## src/matrix_keyboard_decoder_top_macros.svh

```systemverilog
// Assertion macros for the key matrix decoder, used by the result register module.
`ifndef MATRIX_KEYBOARD_DECODER_TOP_MACROS_SVH
`define MATRIX_KEYBOARD_DECODER_TOP_MACROS_SVH

// Checks a property on every clock edge outside reset.
`define MKD_ASSERT(lbl, prop, msg) \
  lbl: assert property (@(posedge clk) disable iff (!rst_n) (prop)) else $error(msg);

// Checks that a condition in one cycle implies another in the next cycle.
`define MKD_ASSERT_NEXT(lbl, ante, cons, msg) \
  lbl: assert property (@(posedge clk) disable iff (!rst_n) (ante) |=> (cons)) else $error(msg);

`endif

```

## src/mkd_pkg.sv

```systemverilog
// Package with key tables, codes and the result record type of the key matrix decoder.
`timescale 1ns / 1ps
package mkd_pkg;

  localparam int LINE_COUNT_BITS_DEF = 16;

  localparam logic [2:0] COL_FIRST = 3'd1;
  localparam logic [2:0] COL_LAST  = 3'd5;
  localparam logic [3:0] ROW_LAST  = 4'd6;

  // Key codes above the ASCII range, and KC_NONE for no code.
  localparam logic [7:0] KC_SHIFT = 8'h80;
  localparam logic [7:0] KC_DEL   = 8'h81;
  localparam logic [7:0] KC_ALT   = 8'h82;
  localparam logic [7:0] KC_NOP   = 8'h83;
  localparam logic [7:0] KC_ENTER = 8'h84;
  localparam logic [7:0] KC_NONE  = 8'h00;

  localparam logic [7:0] CH_BS = 8'h08;
  localparam logic [7:0] CH_SP = 8'h20;
  localparam logic [7:0] CH_CR = 8'h0D;
  localparam logic [7:0] CH_LF = 8'h0A;
  localparam logic [7:0] CASE_OFFSET = 8'h20;

  // What one input leaves for the output side.
  localparam logic [1:0] KIND_NONE  = 2'd0;
  localparam logic [1:0] KIND_CHAR  = 2'd1;
  localparam logic [1:0] KIND_ENTER = 2'd2;
  localparam logic [1:0] KIND_DEL   = 2'd3;

  typedef struct packed {
    logic [1:0] kind;
    logic [7:0] chr;
    logic [2:0] column;
    logic       shift;
    logic       alt;
  } rec_t;

  localparam logic [7:0] BASE_TBL [0:6][0:4] = '{
    '{"q", "e", "r", "u", "o"},
    '{"w", "s", "g", "h", "l"},
    '{KC_NOP, "d", "t", "y", "i"},
    '{"a", "p", KC_SHIFT, KC_ENTER, KC_DEL},
    '{KC_ALT, "x", "v", "b", "$"},
    '{" ", "z", "c", "n", "m"},
    '{KC_NOP, KC_SHIFT, "f", "j", "k"}
  };

  // A zero entry means the key has no alt meaning.
  localparam logic [7:0] ALT_TBL [0:6][0:4] = '{
    '{"#", "2", "3", "_", "+"},
    '{"1", "4", "/", ":", "\""},
    '{KC_NONE, "5", "(", ")", "-"},
    '{"*", "@", KC_NONE, KC_NONE, KC_NONE},
    '{KC_NONE, "8", "?", "!", KC_NONE},
    '{KC_NONE, "7", "9", ",", "."},
    '{"0", KC_NONE, "6", ";", "'"}
  };

  function automatic logic [7:0] base_code(input logic [2:0] row, input logic [2:0] col);
    logic [7:0] code;
    code = KC_NOP;
    if (row <= 3'd6 && col <= 3'd4) begin
      code = BASE_TBL[row][col];
    end
    return code;
  endfunction

  function automatic logic [7:0] alt_code(input logic [2:0] row, input logic [2:0] col);
    logic [7:0] code;
    code = KC_NONE;
    if (row <= 3'd6 && col <= 3'd4) begin
      code = ALT_TBL[row][col];
    end
    return code;
  endfunction

endpackage

```

## src/matrix_keyboard_decoder_top.sv

```systemverilog
// Top level of the key matrix decoder.
// Each input beat (scan tick or row edge) is decoded in the cycle it is accepted and its
// result lands in a single result register, which sends one beat per byte: one beat for a
// tick, an ignored edge, a modifier or no-op key or a delete on an empty line, one for a
// character, two for enter and three for delete. A new input beat is accepted in the same
// cycle the last result beat of the previous one leaves; with no output stall ticks run at
// one per cycle.
`timescale 1ns / 1ps
module matrix_keyboard_decoder_top import mkd_pkg::*; #(
  parameter int LINE_COUNT_BITS = LINE_COUNT_BITS_DEF
) (
  input  logic       clk,
  input  logic       rst_n,
  input  logic       in_valid,
  output logic       in_stall,
  input  logic       in_func,
  input  logic [3:0] in_row_line,
  output logic       out_valid,
  input  logic       out_stall,
  output logic [2:0] out_column_drive,
  output logic       out_char_valid,
  output logic [7:0] out_char_byte,
  output logic       out_shift_active,
  output logic       out_alt_active,
  output logic       out_last
);

  logic in_take;
  logic busy;
  rec_t rec;

  assign in_stall = busy;
  assign in_take  = in_valid && !busy;

  mkd_decode #(
    .LINE_COUNT_BITS(LINE_COUNT_BITS)
  ) u_decode (
    .clk      (clk),
    .rst_n    (rst_n),
    .take     (in_take),
    .func     (in_func),
    .row_line (in_row_line),
    .rec      (rec)
  );

  mkd_emit u_emit (
    .clk              (clk),
    .rst_n            (rst_n),
    .load             (in_take),
    .rec_in           (rec),
    .busy             (busy),
    .out_valid        (out_valid),
    .out_stall        (out_stall),
    .out_column_drive (out_column_drive),
    .out_char_valid   (out_char_valid),
    .out_char_byte    (out_char_byte),
    .out_shift_active (out_shift_active),
    .out_alt_active   (out_alt_active),
    .out_last         (out_last)
  );

endmodule

```

## src/mkd_decode.sv

```systemverilog
// Scan state, modifier state and key lookup for one accepted beat.
`timescale 1ns / 1ps
module mkd_decode import mkd_pkg::*; #(
  parameter int LINE_COUNT_BITS = LINE_COUNT_BITS_DEF
) (
  input  logic       clk,
  input  logic       rst_n,
  input  logic       take,
  input  logic       func,
  input  logic [3:0] row_line,
  output rec_t       rec
);

  logic [2:0]                 column_r, column_nxt;
  logic                       seen_r, seen_nxt;
  logic                       released_r, released_nxt;
  logic                       shift_r, shift_nxt;
  logic                       alt_r, alt_nxt;
  logic [LINE_COUNT_BITS-1:0] count_r, count_nxt;
  logic [2:0]                 col_idx;
  logic [7:0]                 base_c, alt_c, code;
  logic [1:0]                 kind;
  logic [7:0]                 chr;

  assign col_idx = column_r - 3'd1;
  assign base_c  = base_code(row_line[2:0], col_idx);
  assign alt_c   = alt_code(row_line[2:0], col_idx);
  assign code    = (alt_r && alt_c != KC_NONE) ? alt_c : base_c;

  always_comb begin
    column_nxt   = column_r;
    seen_nxt     = seen_r;
    released_nxt = released_r;
    shift_nxt    = shift_r;
    alt_nxt      = alt_r;
    count_nxt    = count_r;
    kind         = KIND_NONE;
    chr          = KC_NONE;
    if (!func) begin
      if (column_r >= COL_LAST) begin
        column_nxt   = COL_FIRST;
        released_nxt = !seen_r;
        seen_nxt     = 1'b0;
      end else begin
        column_nxt = column_r + 3'd1;
      end
    end else if (row_line <= ROW_LAST && !seen_r) begin
      seen_nxt = 1'b1;
      if (released_r) begin
        case (code)
          KC_SHIFT: begin
            shift_nxt = !shift_r;
            alt_nxt   = 1'b0;
          end
          KC_ALT: begin
            alt_nxt   = 1'b1;
            shift_nxt = 1'b0;
          end
          KC_NOP: begin
          end
          KC_DEL: begin
            if (count_r != '0) begin
              count_nxt = count_r - 1'b1;
              shift_nxt = 1'b0;
              alt_nxt   = 1'b0;
              kind      = KIND_DEL;
            end
          end
          KC_ENTER: begin
            count_nxt = '0;
            shift_nxt = 1'b0;
            alt_nxt   = 1'b0;
            kind      = KIND_ENTER;
          end
          default: begin
            chr = code;
            if (shift_r && (code inside {["a":"z"]})) begin
              chr = code - CASE_OFFSET;
            end
            if (count_r != '1) begin
              count_nxt = count_r + 1'b1;
            end
            shift_nxt = 1'b0;
            alt_nxt   = 1'b0;
            kind      = KIND_CHAR;
          end
        endcase
      end
    end
  end

  assign rec.kind   = kind;
  assign rec.chr    = chr;
  assign rec.column = column_nxt;
  assign rec.shift  = shift_nxt;
  assign rec.alt    = alt_nxt;

  always_ff @(posedge clk) begin
    if (!rst_n) begin
      column_r   <= COL_FIRST;
      seen_r     <= 1'b0;
      released_r <= 1'b1;
      shift_r    <= 1'b0;
      alt_r      <= 1'b0;
      count_r    <= '0;
    end else if (take) begin
      column_r   <= column_nxt;
      seen_r     <= seen_nxt;
      released_r <= released_nxt;
      shift_r    <= shift_nxt;
      alt_r      <= alt_nxt;
      count_r    <= count_nxt;
    end
  end

endmodule

```

## src/mkd_emit.sv

```systemverilog
// Result register that sends the bytes of one record, one beat per byte.
`timescale 1ns / 1ps
`include "matrix_keyboard_decoder_top_macros.svh"
module mkd_emit import mkd_pkg::*; (
  input  logic       clk,
  input  logic       rst_n,
  input  logic       load,
  input  rec_t       rec_in,
  output logic       busy,
  output logic       out_valid,
  input  logic       out_stall,
  output logic [2:0] out_column_drive,
  output logic       out_char_valid,
  output logic [7:0] out_char_byte,
  output logic       out_shift_active,
  output logic       out_alt_active,
  output logic       out_last
);

  rec_t       rec_r;
  logic       valid_r;
  logic [1:0] idx_r;
  logic [1:0] last_idx;
  logic       is_last;
  logic       take;

  always_comb begin
    case (rec_r.kind)
      KIND_DEL:   last_idx = 2'd2;
      KIND_ENTER: last_idx = 2'd1;
      default:    last_idx = 2'd0;
    endcase
  end

  always_comb begin
    case (rec_r.kind)
      KIND_CHAR:  out_char_byte = rec_r.chr;
      KIND_ENTER: out_char_byte = (idx_r == 2'd0) ? CH_CR : CH_LF;
      KIND_DEL:   out_char_byte = (idx_r == 2'd1) ? CH_SP : CH_BS;
      default:    out_char_byte = KC_NONE;
    endcase
  end

  assign is_last = (idx_r == last_idx);
  assign take    = valid_r && !out_stall;
  // The register frees up in the cycle its final byte leaves.
  assign busy    = valid_r && !(take && is_last);

  assign out_valid        = valid_r;
  assign out_column_drive = rec_r.column;
  assign out_char_valid   = (rec_r.kind != KIND_NONE);
  assign out_shift_active = rec_r.shift;
  assign out_alt_active   = rec_r.alt;
  assign out_last         = is_last;

  always_ff @(posedge clk) begin
    if (!rst_n) begin
      valid_r <= 1'b0;
      idx_r   <= 2'd0;
    end else if (load) begin
      valid_r <= 1'b1;
      idx_r   <= 2'd0;
    end else if (take) begin
      if (is_last) begin
        valid_r <= 1'b0;
        idx_r   <= 2'd0;
      end else begin
        idx_r <= idx_r + 2'd1;
      end
    end
  end

  always_ff @(posedge clk) begin
    if (load) begin
      rec_r <= rec_in;
    end
  end

  `MKD_ASSERT(a_idx_range, !valid_r || idx_r <= last_idx, "byte index past record end")
  `MKD_ASSERT_NEXT(a_load_start, load, valid_r && idx_r == 2'd0, "record not started after load")
  `MKD_ASSERT_NEXT(a_drain, take && is_last && !load, !valid_r, "record held after final byte")

endmodule

```

## config.mk

```make
export PLATFORM = sky130hd
export DESIGN_NAME = matrix_keyboard_decoder_top
export DESIGN_NICKNAME = d
export VERILOG_FILES = /design/src/mkd_pkg.sv /design/src/matrix_keyboard_decoder_top.sv /design/src/mkd_decode.sv /design/src/mkd_emit.sv
export VERILOG_INCLUDE_DIRS = /design/src /design/src/src
export SDC_FILE = /design/constraint.sdc
export NUM_CORES = 1
export LEC_CHECK = 0
export ABC_CLOCK_PERIOD_IN_PS = 9500
export BUFFER_PORTS_ARGS = -buffer_cell sky130_fd_sc_hd__buf_2
export CORE_ASPECT_RATIO = 1.2
export CORE_MARGIN = 8
export CORE_UTILIZATION = 55
export CTS_CLUSTER_DIAMETER = 50
export CTS_CLUSTER_SIZE = 20
export DETAILED_ROUTE_END_ITERATION = 12
export GPL_TIMING_DRIVEN = 0
export PLACE_DENSITY = 0.69
export SLEW_MARGIN = 25
export SYNTH_ARGS = -nofsm -noshare
export SYNTH_HDL_FRONTEND = slang
export SYNTH_SLANG_ARGS = --single-unit
```

## constraint.sdc

```tcl
create_clock -name clk -period 9.5 [get_ports clk]
set_clock_uncertainty 0.2 [all_clocks]
set_input_delay 1.9 -clock clk [delete_from_list [all_inputs] [get_ports clk]]
set_output_delay 1.9 -clock clk [all_outputs]
set_load 0.005 [all_outputs]
```

==> summary.json <==
{
  "sta": {
    "hold-worst-slack_ns": 0.270,
    "worstMarginPinSlew_ns": 0.816,
    "final_cycle_utilization_of_the_critical_path": 0.872,
    "max_clock_freq_mhz": 121,
    "setup_viol": 0,
    "relSlewSlack": 0.452,
    "finalSetupTns_ns": 0,
    "post-route-min-period_ns": 8.28,
    "finalMaxSlewViolations": 0,
    "timing.final.hold_violations": 0,
    "grt_setup_unrepaired": "false"
  },
  "clock_network": {
    "cts.reportedPaths.clkPinSlew_ns": 0.08,
    "tritoncts_clock_tree": "built",
    "clock_path_buffers": 2,
    "cts_max_level": 2,
    "cts.repair_timing.setup_buffer_count": 0,
    "post_cts_resized": 0,
    "cts_hold_repair.buffers": 0,
    "cts.root.buffer_cell": "clkbuf_8",
    "clock_sinks": 41,
    "cts_buffers": 5,
    "clock_latency_ns": 0.30
  },
  "yosys": {
    "synth_area_per_inst_um2": 8.05,
    "netlist_instances": 488,
    "synth-compound-area-share": 0.276,
    "yosys_warnings": 0,
    "ys_async_sr_fraction": 0,
    "synth-edff-count": 15,
    "muxShareOfSynthArea": 0.0478,
    "synth_adder_area_share": 0.113,
    "syn_nets": 532,
    "post_synth_num_cell_types": 76,
    "main_combinational_cell_family_by_area_after_synthesis": "compound AO/OA/AOI/OAI gates",
    "postSynth.topFlopCell": "dfxtp_1",
    "synth.yosys.seq_area_share": 0.247,
    "netlist_area_mm2": 0.00393,
    "synth_xor_area_frac": 0.0309,
    "number_of_synthesized_register_bits": 41,
    "synth-simple-area-share": 0.224
  },
  "setup_path": {
    "timing.setup.critical_path_class": "input pin to register",
    "critical_path.startpoint_type": "input pin",
    "worst_setup_path_endpoint": "u_decode.count_r[15]",
    "timing.critical_path.required_ns": 9.53,
    "crit-reg2reg-launch": "u_decode.column_r[0]",
    "path_common_cell": "a21oi_1",
    "rr_worst_depth": 21,
    "timing.critical_path.cells": "buf_2 -> clkbuf_1 -> inv_1 -> ha_1 -> mux2_2 -> mux4_2 -> a21oi_1 -> nor2_1 -> a2111oi_4 -> nand4b_1 -> nor2_2 -> ha_1 -> a21oi_1 -> o211ai_1 -> nand2_1 -> o21ai_0 -> o31ai_1 -> o21ai_0 -> a21oi_1 -> xor2_1 -> or4_1 -> a31oi_1",
    "rrSetupSlack_ns": 2.48,
    "end_kind": "register",
    "critical_path.reg2reg.endpoint": "u_decode.count_r[15]",
    "timing.critical_path.from": "in_row_line[0]",
    "critical_path.max_stage_delay_ns": 0.73,
    "master_of_the_slowest_instance_on_the_critical_path": "nor2_2",
    "cp_data_arrival_time_ns": 8.31,
    "worst-path-max-fanout": 17
  },
  "global_routing": {
    "grt_overflow": 0,
    "pin_count_of_the_biggest_net_entering_global_routing": 25,
    "globalRouteTotalUtil": 0.209,
    "vias_in_the_first_global_route": 3686,
    "first_pass_grt_wire_length_mm": 17.3,
    "number_of_antenna_violations_at_the_first_check_in_global_routing": 0
  },
  "die": {
    "total_die_area_mm2": 0.0101,
    "initial_core_util": 0.570,
    "fp.dieH_um": 109,
    "dieWidth_um": 93.2,
    "fp.coreArea_mm2": 0.00690,
    "floorplan.io_pins": 26,
    "placementRows": 33
  },
  "drt": {
    "drt_first_iter_violations": 177,
    "drc_errors": 0,
    "vias_per_cell": 6.26,
    "routed-via-count": 3793,
    "postRouteAntennaNets": 0,
    "totalWireLength_mm": 10.4,
    "routedWlPerCell_um": 17.2,
    "drtPass1Iterations": 4
  },
  "finish": {
    "layout_commonest_cell": "nand2_1",
    "area.growth.synth_to_final_pct": 8.12,
    "layout.nets": 562,
    "antenna_cells": 0,
    "mostFrequentLayoutCells": "nand2_1 (55), a21oi_1 (42), ha_1 (34)",
    "finish.cell_count_without_fillers": 606,
    "post_route_cells_drive_above_1_share": 0.139,
    "fillerInstances": 634
  },
  "worst_hold_path": {
    "worst_hold_path_type": "register to register"
  },
  "place": {
    "place.gp.congestion": 0.963,
    "number_of_placed_instances_with_taps_included": 598,
    "place_hpwl_mm": 7.99,
    "placement.io_buffers": 23
  },
  "power_and_ir_drop": {
    "power_leakage_uw": 0.00168,
    "pwr_density_cell_mw_per_mm2": 119,
    "power.ir.vdd_worst_mv": 0.0789
  },
  "run_status": {
    "outcome": "completed"
  },
  "flow_run": {
    "cap_violations": 0
  }
}
through the flow:
stage               setup slack [ns]  utilization  instance area [um2]  total power, uW
floorplan                       2.12            -                 3930              340
global placement               0.728        0.602                 4150              385
detailed placement             0.971        0.604                 4160              389
CTS                             1.26        0.616                 4250              503
global route                   0.787        0.616                 4250              532
finish                          1.22        0.616                 4250              504
area by class of cell:
class                   instances  area [um2]  area share
well taps                      87         109      0.0256
repair buffers                 23         115      0.0271
multi-input cells             392        2730       0.642
flip-flops and latches         41         971       0.229
clock inverters                 3        17.5     0.00412
clock buffers                   5        68.8      0.0162
inverters                      26        97.6      0.0230
plain buffers                  29         143      0.0336
worst min path at each step:
stage                            endpoint       startpoint  cells past startpoint
after CTS                 u_decode.seen_r  u_decode.seen_r                      2
final                     u_decode.seen_r  u_decode.seen_r                      2
after global routing      u_decode.seen_r  u_decode.seen_r                      2
after floorplan           u_decode.seen_r  u_decode.seen_r                      2
after global placement    u_decode.seen_r  u_decode.seen_r                      2
after detailed placement  u_decode.seen_r  u_decode.seen_r                      2
Yosys cell counts, drive strengths merged (4+ instances only):
master | n | share of area
nand2 | 56 | 0.054
a21oi | 44 | 0.058
ha | 34 | 0.11
nor2 | 34 | 0.032
o21ai | 29 | 0.037
dfxtp | 26 | 0.13
inv | 23 | 0.022
buf | 18 | 0.026
edfxtp | 15 | 0.11
nand3 | 14 | 0.019
or3 | 12 | 0.019
clkbuf | 11 | 0.011
nor3 | 11 | 0.014
nor2b | 10 | 0.016
a211oi | 7 | 0.015
a31oi | 7 | 0.011
nand2b | 7 | 0.011
nor4 | 7 | 0.011
xor2 | 7 | 0.016
and2 | 6 | 0.0096
mux2i | 6 | 0.015
nand4 | 6 | 0.0096
o41ai | 6 | 0.022
xnor2 | 6 | 0.015
a22oi | 5 | 0.0096
mux2 | 5 | 0.015
o2111ai | 5 | 0.011
or2 | 5 | 0.0080
a211o | 4 | 0.0089
a22o | 4 | 0.0089
o211ai | 4 | 0.0076
o21a | 4 | 0.0076
cells by family after synthesis:
logic type,count (synthesis)
flip-flops,41
multiplexers,14
adder cells (fa/ha/maj),35
buffers and inverters,55
AO/OA/AOI/OAI,152
XOR/XNOR,13
AND/OR/NAND/NOR,178
routing by layer:
metal / up-vias / GRT usage / wire [um] / part of all wire
li1: 1865 / - / - / -
met2: 125 / 0.367 / 5220 / 0.50
met1: 1775 / 0.239 / 4330 / 0.42
met5: - / 0 / 0 / 0
met3: 28 / 0.0312 / 533 / 0.051
met4: 0 / 0.111 / 306 / 0.029
critical path, delay by kind of cell:
kind,cells,cell delay (ns)
buf+inv,3,0.76
xor+xnor,1,0.11
simple gates,5,1.79
fa+ha+maj,2,0.69
mux,2,0.76
compound gates,9,2.30
state kept, by name, summed over array words and instances (netlist names):
register                 cells
u_decode.alt_r               1
u_decode.column_r            3
u_decode.count_r            16
u_decode.released_r          1
u_decode.seen_r              1
u_decode.shift_r             1
u_emit.idx_r                 2
u_emit.out_alt_active        1
u_emit.out_column_drive      3
u_emit.out_shift_active      1
u_emit.out_valid             1
u_emit.rec_r                10
report_power, final:
group / internal [uW] / leakage (uW) / total [uW] / switching (uW)
registers: 191 / 0.000361 / 196 / 4.79
logic: 68.8 / 0.00127 / 192 / 123
clock network: 50.9 / 0.0000455 / 116 / 65.3
total: 311 / 0.00168 / 504 / 193
No activity file was read; power rests on OpenSTA's default activity.
